$ cat src/rtl/ctt_pkg.sv
// ----------------------------------------------------------------------------
// ctt_pkg
// Shared types and codes of the configurable text tokenizer.
// ----------------------------------------------------------------------------
package ctt_pkg;

  localparam int SET_SLOTS_DEF   = 8;
  localparam int COMMENT_MAX_DEF = 8;

  localparam int CFG_W     = 64;
  localparam int CFG_IDX_W = 3;

  localparam logic [CFG_IDX_W-1:0] CFG_SPLITTER      = 3'd0;
  localparam logic [CFG_IDX_W-1:0] CFG_SPECIAL       = 3'd1;
  localparam logic [CFG_IDX_W-1:0] CFG_QUOTE         = 3'd2;
  localparam logic [CFG_IDX_W-1:0] CFG_DELETE        = 3'd3;
  localparam logic [CFG_IDX_W-1:0] CFG_COMMENT_OPEN  = 3'd4;
  localparam logic [CFG_IDX_W-1:0] CFG_COMMENT_CLOSE = 3'd5;
  localparam logic [CFG_IDX_W-1:0] CFG_STRIP         = 3'd6;

  localparam logic [1:0] K_BYTE = 2'd0;
  localparam logic [1:0] K_END  = 2'd1;
  localparam logic [1:0] K_ERR  = 2'd2;
  localparam logic [1:0] K_DONE = 2'd3;

  localparam logic [1:0] MODE_GAP     = 2'd0;
  localparam logic [1:0] MODE_PLAIN   = 2'd1;
  localparam logic [1:0] MODE_QUOTE   = 2'd2;
  localparam logic [1:0] MODE_COMMENT = 2'd3;

  localparam logic [7:0] ESC_BYTE = 8'h5C;

  localparam int RES_MAX   = 3;
  localparam int RES_CNT_W = 2;

  typedef struct packed {
    logic [1:0] kind;
    logic [7:0] data;
  } res_t;

  typedef res_t [RES_MAX-1:0] res_list_t;

  typedef struct packed {
    logic                 valid;
    logic [RES_CNT_W-1:0] cnt;
    res_list_t            list;
  } push_t;

  typedef struct packed {
    logic [CFG_W-1:0] splitter_set;
    logic [CFG_W-1:0] special_set;
    logic [CFG_W-1:0] quote_set;
    logic [CFG_W-1:0] erase_set;
    logic [CFG_W-1:0] comment_open;
    logic [CFG_W-1:0] comment_close;
    logic             strip_quotes;
  } cfg_t;

endpackage

$ cat src/rtl/ctt_if.sv
// ----------------------------------------------------------------------------
// ctt_if
// Text byte and token result channels with valid/ready handshake.
// ----------------------------------------------------------------------------
interface ctt_text_if;
  logic       valid;
  logic       ready;
  logic [7:0] text_byte;
  logic       end_of_text;

  modport source (output valid, output text_byte, output end_of_text, input ready);
  modport sink   (input valid, input text_byte, input end_of_text, output ready);
endinterface

interface ctt_token_if;
  logic       valid;
  logic       ready;
  logic [1:0] kind;
  logic [7:0] token_byte;

  modport source (output valid, output kind, output token_byte, input ready);
  modport sink   (input valid, input kind, input token_byte, output ready);
endinterface

$ cat src/rtl/ctt_scan.sv
// ----------------------------------------------------------------------------
// ctt_scan
// Lookahead window and scan state; one scan decision per cycle while the output queue has room.
// ----------------------------------------------------------------------------
module ctt_scan #(
  parameter int SET_SLOTS   = ctt_pkg::SET_SLOTS_DEF,
  parameter int COMMENT_MAX = ctt_pkg::COMMENT_MAX_DEF
) (
  input  logic            clk,
  input  logic            rst,
  input  ctt_pkg::cfg_t   cfg,
  ctt_text_if.sink        text_in,
  input  logic            room,
  output ctt_pkg::push_t  push
);

  localparam int FW = $clog2(COMMENT_MAX + 1);
  localparam int IW = (COMMENT_MAX > 1) ? $clog2(COMMENT_MAX) : 1;

  logic [7:0]    win [COMMENT_MAX];
  logic [7:0]    win_next [COMMENT_MAX];
  logic [8*COMMENT_MAX-1:0] wflat;
  logic [FW-1:0] fill, fill_next;
  logic          flush;
  logic [1:0]    mode, mode_next;
  logic [7:0]    oq, oq_next;
  logic          esc, esc_next;
  logic          tne, tne_next;
  logic [FW-1:0] csc, csc_next;

  logic [7:0]    c;
  logic [FW-1:0] len_open, len_close;
  logic          open_here, close_here;
  logic          spl, spc, quo, del;
  logic          work, fin, step, drop, accept;
  ctt_pkg::res_list_t    lst;
  logic [ctt_pkg::RES_CNT_W-1:0] n;

  function automatic logic in_set(input logic [63:0] s, input logic [7:0] b);
    logic hit;
    hit = 1'b0;
    for (int i = 0; i < SET_SLOTS; i++) begin
      if (s[8*i +: 8] != 8'd0 && s[8*i +: 8] == b) hit = 1'b1;
    end
    return hit;
  endfunction

  function automatic logic [FW-1:0] str_len(input logic [63:0] s);
    logic [FW-1:0] k;
    logic          run;
    k   = '0;
    run = 1'b1;
    for (int i = 0; i < COMMENT_MAX; i++) begin
      if (run && s[8*i +: 8] != 8'd0) k = k + 1'b1;
      else run = 1'b0;
    end
    return k;
  endfunction

  function automatic logic match_here(input logic [63:0] s, input logic [FW-1:0] len,
                                      input logic [8*COMMENT_MAX-1:0] w,
                                      input logic [FW-1:0] f);
    logic ok;
    ok = (len != '0) && (len <= f);
    for (int i = 0; i < COMMENT_MAX; i++) begin
      if (FW'(i) < len && w[8*i +: 8] != s[8*i +: 8]) ok = 1'b0;
    end
    return ok;
  endfunction

  always_comb begin
    for (int i = 0; i < COMMENT_MAX; i++) wflat[8*i +: 8] = win[i];
  end

  assign c          = win[0];
  assign len_open   = str_len(cfg.comment_open);
  assign len_close  = str_len(cfg.comment_close);
  assign open_here  = (len_open != '0) && (len_close != '0) &&
                      match_here(cfg.comment_open, len_open, wflat, fill);
  assign close_here = match_here(cfg.comment_close, len_close, wflat, fill);
  assign spl        = in_set(cfg.splitter_set, c);
  assign spc        = in_set(cfg.special_set, c);
  assign quo        = in_set(cfg.quote_set, c);
  assign del        = in_set(cfg.erase_set, c);

  assign work = (fill >= FW'(COMMENT_MAX)) || (flush && fill != '0);
  assign fin  = flush && fill == '0;
  assign step = work && room;

  // one scan decision
  always_comb begin
    drop      = 1'b0;
    mode_next = mode;
    oq_next   = oq;
    esc_next  = esc;
    tne_next  = tne;
    csc_next  = csc;
    lst       = '0;
    n         = '0;
    if (fin) begin
      if (mode == ctt_pkg::MODE_PLAIN && tne) begin
        lst[n] = '{ctt_pkg::K_END, 8'd0}; n = n + 1'b1;
      end else if (mode == ctt_pkg::MODE_QUOTE) begin
        if (cfg.strip_quotes && esc) begin
          lst[n] = '{ctt_pkg::K_BYTE, ctt_pkg::ESC_BYTE}; n = n + 1'b1;
        end
        lst[n] = '{ctt_pkg::K_ERR, 8'd0}; n = n + 1'b1;
      end
      lst[n] = '{ctt_pkg::K_DONE, 8'd0}; n = n + 1'b1;
    end else if (csc != '0) begin
      csc_next = csc - 1'b1;
      drop     = 1'b1;
    end else begin
      case (mode)
        ctt_pkg::MODE_GAP: begin
          drop = 1'b1;
          if (spl) begin
          end else if (open_here) begin
            csc_next  = len_open - 1'b1;
            mode_next = ctt_pkg::MODE_COMMENT;
          end else if (del) begin
          end else if (spc) begin
            lst[0] = '{ctt_pkg::K_BYTE, c};
            lst[1] = '{ctt_pkg::K_END, 8'd0};
            n = 2'd2;
          end else if (quo) begin
            mode_next = ctt_pkg::MODE_QUOTE;
            oq_next   = c;
            esc_next  = 1'b0;
            if (!cfg.strip_quotes) begin
              lst[0] = '{ctt_pkg::K_BYTE, c}; n = 2'd1;
            end
          end else begin
            mode_next = ctt_pkg::MODE_PLAIN;
            tne_next  = 1'b1;
            lst[0] = '{ctt_pkg::K_BYTE, c}; n = 2'd1;
          end
        end
        ctt_pkg::MODE_PLAIN: begin
          if (spl || spc || quo || open_here) begin
            if (tne) begin
              lst[0] = '{ctt_pkg::K_END, 8'd0}; n = 2'd1;
            end
            tne_next  = 1'b0;
            mode_next = ctt_pkg::MODE_GAP;
          end else begin
            if (!del) begin
              lst[0] = '{ctt_pkg::K_BYTE, c}; n = 2'd1;
              tne_next = 1'b1;
            end
            drop = 1'b1;
          end
        end
        ctt_pkg::MODE_QUOTE: begin
          drop = 1'b1;
          if (c == oq && !esc) begin
            if (!cfg.strip_quotes) begin
              lst[n] = '{ctt_pkg::K_BYTE, c}; n = n + 1'b1;
            end
            lst[n] = '{ctt_pkg::K_END, 8'd0}; n = n + 1'b1;
            mode_next = ctt_pkg::MODE_GAP;
            oq_next   = 8'd0;
          end else if (cfg.strip_quotes) begin
            esc_next = (c == ctt_pkg::ESC_BYTE);
            if (esc && c != oq) begin
              lst[n] = '{ctt_pkg::K_BYTE, ctt_pkg::ESC_BYTE}; n = n + 1'b1;
            end
            if (c != ctt_pkg::ESC_BYTE) begin
              lst[n] = '{ctt_pkg::K_BYTE, c}; n = n + 1'b1;
            end
          end else begin
            lst[0]   = '{ctt_pkg::K_BYTE, c}; n = 2'd1;
            esc_next = (c == ctt_pkg::ESC_BYTE);
          end
        end
        default: begin
          drop = 1'b1;
          if (close_here) begin
            csc_next  = len_close - 1'b1;
            mode_next = ctt_pkg::MODE_GAP;
          end
        end
      endcase
    end
  end

  assign text_in.ready = !flush && ((fill < FW'(COMMENT_MAX)) || (step && drop));
  assign accept        = text_in.valid && text_in.ready;

  // window shift and append
  always_comb begin
    logic [FW-1:0] f;
    for (int i = 0; i < COMMENT_MAX; i++) win_next[i] = win[i];
    f = fill;
    if (step && drop) begin
      for (int i = 0; i < COMMENT_MAX - 1; i++) win_next[i] = win[i+1];
      win_next[COMMENT_MAX-1] = 8'd0;
      f = fill - 1'b1;
    end
    if (accept) begin
      win_next[f[IW-1:0]] = text_in.text_byte;
      f = f + 1'b1;
    end
    fill_next = f;
  end

  assign push.valid = (work || fin) && room;
  assign push.cnt   = n;
  assign push.list  = lst;

  always_ff @(posedge clk) begin
    win <= win_next;
    if (rst || (fin && room)) begin
      fill  <= '0;
      flush <= 1'b0;
      mode  <= ctt_pkg::MODE_GAP;
      oq    <= 8'd0;
      esc   <= 1'b0;
      tne   <= 1'b0;
      csc   <= '0;
    end else begin
      fill <= fill_next;
      if (accept) flush <= text_in.end_of_text;
      if (step) begin
        mode <= mode_next;
        oq   <= oq_next;
        esc  <= esc_next;
        tne  <= tne_next;
        csc  <= csc_next;
      end
    end
  end

endmodule

$ cat src/rtl/ctt_outq.sv
// ----------------------------------------------------------------------------
// ctt_outq
// Pending result line and output register, one result per cycle while the sink is ready.
// ----------------------------------------------------------------------------
module ctt_outq (
  input  logic           clk,
  input  logic           rst,
  input  ctt_pkg::push_t push,
  output logic           room,
  ctt_token_if.source    token_out
);

  ctt_pkg::res_list_t            pend;
  logic [ctt_pkg::RES_CNT_W-1:0] cnt;
  logic                          ov;
  ctt_pkg::res_t                 oreg;
  logic                          pop;

  assign pop  = (cnt != '0) && (!ov || token_out.ready);
  assign room = (cnt == '0) || (cnt == 2'd1 && pop);

  always_ff @(posedge clk) begin
    if (rst) begin
      cnt <= '0;
      ov  <= 1'b0;
    end else begin
      if (push.valid) begin
        pend <= push.list;
        cnt  <= push.cnt;
      end else if (pop) begin
        for (int i = 0; i < ctt_pkg::RES_MAX - 1; i++) pend[i] <= pend[i+1];
        cnt <= cnt - 1'b1;
      end
      if (pop) begin
        ov   <= 1'b1;
        oreg <= pend[0];
      end else if (token_out.ready) begin
        ov <= 1'b0;
      end
    end
  end

  assign token_out.valid      = ov;
  assign token_out.kind       = oreg.kind;
  assign token_out.token_byte = oreg.data;

endmodule

$ cat src/rtl/configurable_text_tokenizer_top.sv
// ----------------------------------------------------------------------------
// configurable_text_tokenizer_top
// Byte stream lexer: splitters, comments, delete set, specials, quotes.
// ----------------------------------------------------------------------------
// a byte is decided once the window holds COMMENT_MAX bytes (or at end of text)
// throughput: one byte per cycle while the output queue has room; a byte that ends
// a plain token is rescanned in gap mode; output: at most one result per cycle
// end of text drains the window at the same rate, then emits the closing results
// reset clears scan state and the window fill, strip_quotes to 1, other cfg to 0
module configurable_text_tokenizer_top #(
  parameter int SET_SLOTS   = ctt_pkg::SET_SLOTS_DEF,
  parameter int COMMENT_MAX = ctt_pkg::COMMENT_MAX_DEF
) (
  input  logic                          clk,
  input  logic                          rst,
  input  logic                          cfg_we,
  input  logic [ctt_pkg::CFG_IDX_W-1:0] cfg_index,
  input  logic [ctt_pkg::CFG_W-1:0]     cfg_data,
  ctt_text_if.sink                      text_in,
  ctt_token_if.source                   token_out
);

  ctt_pkg::cfg_t  cfg;
  ctt_pkg::push_t push;
  logic           room;

  always_ff @(posedge clk) begin
    if (rst) begin
      cfg              <= '0;
      cfg.strip_quotes <= 1'b1;
    end else if (cfg_we) begin
      case (cfg_index)
        ctt_pkg::CFG_SPLITTER:      cfg.splitter_set  <= cfg_data;
        ctt_pkg::CFG_SPECIAL:       cfg.special_set   <= cfg_data;
        ctt_pkg::CFG_QUOTE:         cfg.quote_set     <= cfg_data;
        ctt_pkg::CFG_DELETE:        cfg.erase_set     <= cfg_data;
        ctt_pkg::CFG_COMMENT_OPEN:  cfg.comment_open  <= cfg_data;
        ctt_pkg::CFG_COMMENT_CLOSE: cfg.comment_close <= cfg_data;
        ctt_pkg::CFG_STRIP:         cfg.strip_quotes  <= cfg_data[0];
        default: begin
        end
      endcase
    end
  end

  ctt_scan #(
    .SET_SLOTS   (SET_SLOTS),
    .COMMENT_MAX (COMMENT_MAX)
  ) u_scan (
    .clk     (clk),
    .rst     (rst),
    .cfg     (cfg),
    .text_in (text_in),
    .room    (room),
    .push    (push)
  );

  ctt_outq u_outq (
    .clk       (clk),
    .rst       (rst),
    .push      (push),
    .room      (room),
    .token_out (token_out)
  );

endmodule
$ cat src/flat_wrapper.sv
// flat-port wrapper written by rule: the top's interface ports become plain ports
module configurable_text_tokenizer_top_flat 
#(
  parameter int SET_SLOTS   = ctt_pkg::SET_SLOTS_DEF,
  parameter int COMMENT_MAX = ctt_pkg::COMMENT_MAX_DEF
)
  (clk, rst, cfg_we, cfg_index, cfg_data, text_in_valid, text_in_text_byte, text_in_end_of_text, text_in_ready, token_out_valid, token_out_kind, token_out_token_byte, token_out_ready);
  ctt_text_if text_in_i ();
  ctt_token_if token_out_i ();
  input  logic clk;
  input  logic rst;
  input  logic cfg_we;
  input  logic [ctt_pkg::CFG_IDX_W-1:0] cfg_index;
  input  logic [ctt_pkg::CFG_W-1:0] cfg_data;
  input wire logic [$bits(text_in_i.valid)-1:0] text_in_valid;
  input wire logic [$bits(text_in_i.text_byte)-1:0] text_in_text_byte;
  input wire logic [$bits(text_in_i.end_of_text)-1:0] text_in_end_of_text;
  output wire logic [$bits(text_in_i.ready)-1:0] text_in_ready;
  output wire logic [$bits(token_out_i.valid)-1:0] token_out_valid;
  output wire logic [$bits(token_out_i.kind)-1:0] token_out_kind;
  output wire logic [$bits(token_out_i.token_byte)-1:0] token_out_token_byte;
  input wire logic [$bits(token_out_i.ready)-1:0] token_out_ready;
  assign text_in_i.valid = text_in_valid;
  assign text_in_i.text_byte = text_in_text_byte;
  assign text_in_i.end_of_text = text_in_end_of_text;
  assign text_in_ready = text_in_i.ready;
  assign token_out_valid = token_out_i.valid;
  assign token_out_kind = token_out_i.kind;
  assign token_out_token_byte = token_out_i.token_byte;
  assign token_out_i.ready = token_out_ready;
  configurable_text_tokenizer_top #(.SET_SLOTS(SET_SLOTS), .COMMENT_MAX(COMMENT_MAX)) u_core (.clk(clk), .rst(rst), .cfg_we(cfg_we), .cfg_index(cfg_index), .cfg_data(cfg_data), .text_in(text_in_i), .token_out(token_out_i));
endmodule
$ cat config.mk
export PLATFORM = sky130hd
export DESIGN_NAME = configurable_text_tokenizer_top_flat
export DESIGN_NICKNAME = d
export VERILOG_FILES = /design/src/rtl/ctt_pkg.sv /design/src/rtl/ctt_if.sv /design/src/rtl/ctt_scan.sv /design/src/rtl/ctt_outq.sv /design/src/rtl/configurable_text_tokenizer_top.sv /design/src/flat_wrapper.sv
export SDC_FILE = /design/constraint.sdc
export NUM_CORES = 1
export LEC_CHECK = 0
export BUFFER_PORTS_ARGS = -buffer_cell sky130_fd_sc_hd__buf_2
export CORE_MARGIN = 2
export CORE_UTILIZATION = 50
export CTS_BUF_LIST = sky130_fd_sc_hd__clkbuf_2
export CTS_CLUSTER_DIAMETER = 50
export CTS_CLUSTER_SIZE = 30
export DETAILED_ROUTE_END_ITERATION = 10
export PLACE_DENSITY = 0.67
export SETUP_SLACK_MARGIN = 0.1
export SLEW_MARGIN = 5
export SYNTH_ARGS = -nofsm -noshare
export SYNTH_HDL_FRONTEND = slang
export SYNTH_SLANG_ARGS = --single-unit
$ cat constraint.sdc
create_clock -name clk -period 18.2 [get_ports clk]
set_input_delay 1.82 -clock clk [delete_from_list [all_inputs] [get_ports clk]]
set_output_delay 1.82 -clock clk [all_outputs]
set_load 0.02 [all_outputs]
==> results of run 1 <==
-- report_power, final --
part           internal (W)  total [W]  switching (W)
combinational      0.000347    0.00100       0.000657
sequential          0.00122    0.00137       0.000149
clock              0.000150   0.000590       0.000440
total               0.00171    0.00296        0.00125
-- cells in the final DEF, fill, tap and decap left out, drive strengths merged, types with 4 or more instances in the layout --
cell / synthesis / final
nand2: 855 / 855
dfxtp: 473 / 473
a21oi: 454 / 454
xor2: 314 / 314
mux2i: 133 / 133
nor4: 121 / 121
buf: 46 / 117
nor2: 74 / 74
xnor2: 61 / 61
clkbuf: 141 / 61
inv: 42 / 59
nor3: 50 / 50
o21ai: 36 / 36
o211ai: 35 / 35
ha: 34 / 34
edfxtp: 31 / 31
a2111oi: 31 / 31
nand4: 26 / 26
nand3: 24 / 24
nor2b: 19 / 19
and2: 14 / 14
or4: 12 / 12
clkinv: 0 / 12
nand2b: 10 / 10
or2: 9 / 9
and3: 8 / 8
a31oi: 7 / 7
mux2: 7 / 7
or3: 6 / 6
o2111ai: 6 / 6
o31ai: 5 / 5
a221o: 5 / 5
clkinvlp: 0 / 5
a22o: 4 / 4
-- final timing paths --
check | end | slack (ns)
max | text_in_ready | 8.35
min | u_core.u_outq.token_out.token_byte[6]$_DFFE_PP_ | 0.45
max reg2reg | u_core.u_scan.wflat[32]$_DFF_P_ | 9.52
min reg2reg | u_core.u_outq.token_out.token_byte[6]$_DFFE_PP_ | 0.45
-- final cells by class --
class | count | area [µm²] | area share [%]
well taps | 672 | 841 | 3.12
repair buffers | 117 | 671 | 2.49
diodes | 1 | 2.50 | 0.00928
multi-input cells | 2402 | 14200 | 52.8
flip-flops and latches | 504 | 10400 | 38.6
inverters | 42 | 158 | 0.585
clock inverters | 36 | 339 | 1.26
clock buffers | 61 | 305 | 1.13
-- logic make-up (layout without fill, tap and decap cells) --
kind of cell / after synthesis / after routing / share of synthesized area, %
mux: 140 / 140 / 5.60
simple gates: 1234 / 1234 / 21.3
fa+ha+maj: 34 / 34 / 1.67
xor+xnor: 375 / 375 / 13.0
buf+inv: 229 / 256 / 3.56
other cells: 0 / 1 / 0
compound gates: 619 / 619 / 14.1
flops: 504 / 504 / 40.8
-- registers in the layout, indices dropped and copies added (netlist names), 2 cells and up --
name	cells
u_core.u_outq.token_out.kind	2
u_core.u_scan.c	8
u_core.cfg	385
u_core.u_outq.pend	21
u_core.u_scan.csc	4
u_core.u_outq.token_out.token_byte	8
u_core.u_scan.mode	2
u_core.u_scan.wflat	56
u_core.u_scan.oq	8
u_core.u_outq.cnt	2
u_core.u_scan.fill	4
-- stage by stage --
step	std cells	area, µm²	total power, W
6_report	3835	27000	0.00296
5_1_grt	3835	27000	0.00310
4_1_cts	3834	27000	0.00295
3_5_place_dp	3737	26300	0.00237
3_3_place_gp	3737	26300	0.00234
2_1_floorplan	3135	25500	0.00201
-- worst max-delay path: cells and delay by family (launching register included) --
| kind | cells | cell delay [ns] |
|---|---|---|
| compound gates | 18 | 3.10 |
| fa+ha+maj | 6 | 1.78 |
| simple gates | 4 | 1.01 |
| flops | 1 | 0.39 |
| buf+inv | 3 | 0.34 |
| mux | 1 | 0.27 |
-- metal layers --
| layer | global-route usage, % | wire, µm | vias up |
|---|---|---|---|
| li1 | - | - | 10700 |
| met1 | 39.0 | 34100 | 10800 |
| met3 | 4.61 | 6040 | 157 |
| met4 | 11.2 | 2820 | 2 |
| met2 | 48.2 | 36500 | 866 |
| met5 | 0 | 12 | - |
==> qor.log, run 1 <==
[synth] ys async rst share 0%
[die] placeable core region 50300 µm²
[synth] count of flip-flops with a built-in enable after synthesis 31
[setup_path] critical path launch point type register
[setup_path] Largest stage delay, worst path 0.49 ns
[cts] clock-pin transition on the worst setup and hold timing paths 0.23 ns
[die] die height 230 µm
[timing] total negative slack 0 ns
[timing] relative max-transition margin 13.4%
[place] post-placement setup slack 9.64 ns
[synth] leading cell types by total area after synthesis sky130_fd_sc_hd__dfxtp_1 37%, sky130_fd_sc_hd__nand2_1 13%, sky130_fd_sc_hd__xor2_1 11%
[global_route] largest net degree at the start of global routing 238
[power] pwr dens 110 nW/µm²
[timing] worst hold-check slack 0.446 ns
[die] Horiz. Die Dim 230 µm
[timing] count of final max-slew check failures 0
[cts] postcts setup bufs 0
[synth] primary flip-flop cell chosen by synthesis mapping sky130_fd_sc_hd__dfxtp_1
[global_route] via count of the first global-routing pass 21500
[die] Initial Util 50.7%
[synth] proportion of synthesized chip area in sequential cells 40.8%
[cts] clock buffer count from CTS 52
[setup_path] critical-path cell with the highest stage delay sky130_fd_sc_hd__nor4_1
[drt] DRT Pass-1 Iters 6
[synth] list of most frequent post-synthesis cells 854 x sky130_fd_sc_hd__nand2_1, 473 x sky130_fd_sc_hd__dfxtp_1, 454 x sky130_fd_sc_hd__a21oi_1
[timing] RSZ-0062 raised after global routing no
[global_route] number of antenna violations at the first check in global routing 4
[drt] via count 22500
[timing] Final Setup Violations 0
[setup_path] origin of the worst setup path u_core.cfg[66]$_SDFFE_PP0P_
[global_route] global-route wire length before repair 122000 µm
[global_route] total grt overflow 0
[synth] Mapped Nets 3250
[synth] portion of synthesized cell area occupied by the leading cell type 37.2%
[drt] Avg WL per Cell 20.7 µm
[min_path] hold wc startpoint u_core.u_outq.pend[6]$_DFFE_PP_
[synth] most frequent cell after synthesis sky130_fd_sc_hd__nand2_1
[setup_path] Crit Path Class register to output port
[cts] Clock Latency Late Sink 1.21 ns
[timing] Hold Violations, Final 0
[cts] number of sinks driven by the clock tree 504
[synth] area leader, netlist sky130_fd_sc_hd__dfxtp_1
[cts] CTS tree done
[synth] average footprint of a synthesized cell 8.13 µm²
[synth] count of mapped cells out of synthesis 3135
[die] IO Count 93
[place] count of buffers from port buffering 92
[die] # rows 82
[min_path] worst hold path depth 0
[outcome] outcome finished, final reports clean
[cells_and_area] number of fill cells in the layout 4760
[synth] Post-Synthesis Cell Area 25500 µm²
[power] Pleak 11.0 nW
[setup_path] worst flop-to-flop path startpoint u_core.cfg[66]$_SDFFE_PP0P_
[place] Final HPWL DP 54000 µm
[die] full die area 52800 µm²
[cts] maximum number of buffers from clock root to sink 3
[global_route] global routing usage summed across all routing layers 29.4%
[drt] drc violations 0
[synth] Yosys Warn Count 0
[timing] Tmin final 9.85 ns
[cts] post-cts gate resize count 0
[cells_and_area] post-synthesis to final-layout area growth 5.81%
[cells_and_area] Final Util 53.6%
[place] gp weighted congestion 0.940
[timing] worst setup margin 8.35 ns
[cells_and_area] number of nets in the final layout 3234
[drt] DRT iter0 DRCs 2084
[drt] DRT antenna net count 0
[cts] hold buffer count at CTS 0
[cts] library cell used as clock root buffer sky130_fd_sc_hd__clkbuf_2
[timing] Tcrit/Tclk final 54.1%
[setup_path] WP data required 16.38 ns
[timing] maximum clock skew at final layout 0.126 ns
[setup_path] cell seen most often among critical-path stages sky130_fd_sc_hd__ha_1
[power] worst vdd ir 74.8 µV
[timing] Max Fclk 101 MHz
[drt] Via-to-Cell Ratio 5.88
[drt] wire length after detailed routing 79500 µm
[setup_path] critical path data arrival time 8.03 ns
[timing] transition time of the tightest slew-check pin 1.30 ns
[setup_path] endpoint kind of the worst setup timing path output port
[run] maxcap violations 0
[setup_path] maximum fanout count along the critical path 5
[cts] number of H-tree branching levels 2
[synth] number of distinct library cell variants in the gate-level netlist after synthesis 83
[synth] flip-flop and latch count after synthesis 504
[setup_path] cells on worst reg2reg path 35
[cells_and_area] fraction of final layout cells with drive strength greater than 1 8.51%
[min_path] type of the tightest min-delay check register to register
No activity file was read; power rests on OpenSTA's default activity.
==> inputs of run 2 (changes only) <==
clock period = 9.7 ns   (was 18.2 ns; I/O delays follow)
==> qor.log, run 2 (synthesis results as in run 1) <==
[outcome] outcome finished, final reports clean
[global_route] number of antenna violations at the first check in global routing 3
[timing] worst setup margin 0.662 ns
[die] # rows 82
[cells_and_area] post-synthesis to final-layout area growth 7.11%
[setup_path] WP data required 8.73 ns
[die] placeable core region 50300 µm²
[timing] total negative slack 0 ns
[global_route] global routing usage summed across all routing layers 29.4%
[power] pwr dens 203 nW/µm²
[drt] drc violations 0
[setup_path] Crit Path Class register to output port
[setup_path] critical-path cell with the highest stage delay sky130_fd_sc_hd__nor4_1
[global_route] global-route wire length before repair 122000 µm
[cells_and_area] Largest register FFs 385
[place] gp weighted congestion 0.894
[setup_path] cell seen most often among critical-path stages sky130_fd_sc_hd__ha_1
[cts] clock buffer count from CTS 50
[drt] DRT iter0 DRCs 1936
[place] Final HPWL DP 53800 µm
[drt] Avg WL per Cell 20.5 µm
[die] IO Count 93
[power] worst vdd ir 161 µV
[die] full die area 52800 µm²
[power] Switching Share 42.0%
[cts] library cell used as clock root buffer sky130_fd_sc_hd__clkbuf_2
[timing] Tmin final 9.04 ns
[cts] Clock Latency Late Sink 1.23 ns
[timing] count of final max-slew check failures 0
[cells_and_area] post-route cell area 27300 µm²
[setup_path] endpoint kind of the worst setup timing path output port
[cells_and_area] number of nets in the final layout 3264
[drt] DRT antenna net count 0
[place] post-placement setup slack 1.82 ns
[power] power share of the combinational group 32.7%
[drt] wire length after detailed routing 79100 µm
[power] Flop pwr share 47.1%
[power] Pleak 11.2 nW
[cells_and_area] Layout Cells excl Fill 3862
[min_path] type of the tightest min-delay check primary input to register
[die] die height 230 µm
[timing] Max Fclk 111 MHz
[place] count of buffers from port buffering 92
[cells_and_area] fraction of final layout cells with drive strength greater than 1 8.25%
[timing] maximum clock skew at final layout 0.163 ns
[global_route] largest net degree at the start of global routing 134
[setup_path] critical path data arrival time 8.07 ns
[cells_and_area] most common library cell in the layout ignoring fill and taps sky130_fd_sc_hd__nand2_1
[drt] Via-to-Cell Ratio 5.85
[cts] number of sinks driven by the clock tree 504
[place] total cell area at the placement stage 26300 µm²
[power] total internal power 0.00321 W
[timing] Final Setup Violations 0
[setup_path] maximum fanout count along the critical path 11
[cells_and_area] highest-count cells in the layout ignoring fill and taps 851 x sky130_fd_sc_hd__nand2_1, 465 x sky130_fd_sc_hd__dfxtp_1, 453 x sky130_fd_sc_hd__a21oi_1, 312 x sky130_fd_sc_hd__xor2_1, 132 x sky130_fd_sc_hd__mux2i_1
[place] placed cells 3738
[cts] clock-pin transition on the worst setup and hold timing paths 0.30 ns
[drt] via count 22600
[die] Horiz. Die Dim 230 µm
[run] maxcap violations 0
[cts] number of H-tree branching levels 2
[timing] Tcrit/Tclk final 93.2%
[timing] RSZ-0062 raised after global routing no
[cells_and_area] register with the highest flop count u_core.cfg
[timing] transition time of the tightest slew-check pin 1.07 ns
[setup_path] Largest stage delay, worst path 0.40 ns
[global_route] total grt overflow 0
[cts] CTS tree done
[power] P_sw 0.00233 W
[die] Initial Util 50.7%
[timing] Hold Violations, Final 0
[power] fraction of power consumed by the clock network 20.2%
[cts] maximum number of buffers from clock root to sink 3
[timing] relative max-transition margin 28.7%
[cts] postcts setup bufs 0
[drt] DRT Pass-1 Iters 5
[global_route] via count of the first global-routing pass 21700
[setup_path] critical path launch point type register
run 2: cell count changes in the layout (fill, tap and decap cells not counted), sizes merged:
cell         change
clkinv           +8
buf              +1
clkbuf          -10
inv              -2
dlygate4sd3     +31
clkinvlp         -1
run 2: layout make-up:
type	instances	area, µm²
fillers	4732	23000
repair buffers	149	976
diodes	1	2.50
clock buffers	51	255
multi-input cells	2402	14200
inverters	42	158
well taps	672	841
clock inverters	41	409
flip-flops and latches	504	10400
run 2: final timing paths:
kind                                         from                                               to  slack [ns]  cells past startpoint
setup / recovery      u_core.cfg[65]$_SDFFE_PP0P_                                    text_in_ready        0.66                     32
hold / removal                       cfg_data[60]                     u_core.cfg[189]$_SDFFE_PP0P_        0.06                      3
setup reg to reg      u_core.cfg[65]$_SDFFE_PP0P_                  u_core.u_scan.wflat[36]$_DFF_P_        1.60                     33
hold reg to reg   u_core.u_outq.pend[5]$_DFFE_PP_  u_core.u_outq.token_out.token_byte[5]$_DFFE_PP_        0.44                      0
run 2: metrics by stage:
stage | util, % | total power [W] | hold WS [ns]
4_1_cts | 54.3 | 0.00552 | 0.0000158
5_1_grt | 54.3 | 0.00580 | 0.00694
3_3_place_gp | 52.3 | 0.00435 | 0.403
6_report | 54.3 | 0.00554 | 0.0558
3_5_place_dp | 52.3 | 0.00441 | 0.405
2_1_floorplan | - | 0.00378 | 0.400
run 2: per-layer routing:
layer | wire, µm | share of wire (%) | vias up | global-route usage (%)
met5 | 22 | 0.028 | - | 0
met4 | 2920 | 3.7 | 4 | 11.9
met3 | 5720 | 7.2 | 180 | 4.48
met2 | 36400 | 46 | 807 | 47.2
met1 | 34100 | 43 | 10900 | 39.8
li1 | - | - | 10700 | -
run 2: worst max-delay path, delay by kind of cell (launching register included):
kind	cells	cell delay, ns
AND/OR/NAND/NOR	4	0.90
AO/OA/AOI/OAI	18	3.26
flip-flops	1	0.39
multiplexers	1	0.28
buffers and inverters	3	0.33
adder cells (fa/ha/maj)	6	1.80
run 2: power groups by stage:
stage          clock network, W  logic (W)  registers (W)
5_1_grt                 0.00122    0.00195        0.00263
3_3_place_gp                  0    0.00172        0.00263
4_1_cts                 0.00113    0.00179        0.00260
3_5_place_dp                  0    0.00177        0.00264
2_1_floorplan                 0    0.00134        0.00244
6_report                0.00112    0.00181        0.00261
run 2: timing repair:
item / 4_1_cts / 5_1_grt
endpoints found under the hold margin: 134 / 0
resized for setup: 0 / 1
hold buffers: 31 / 0
endpoints found under the setup margin: 0 / 1
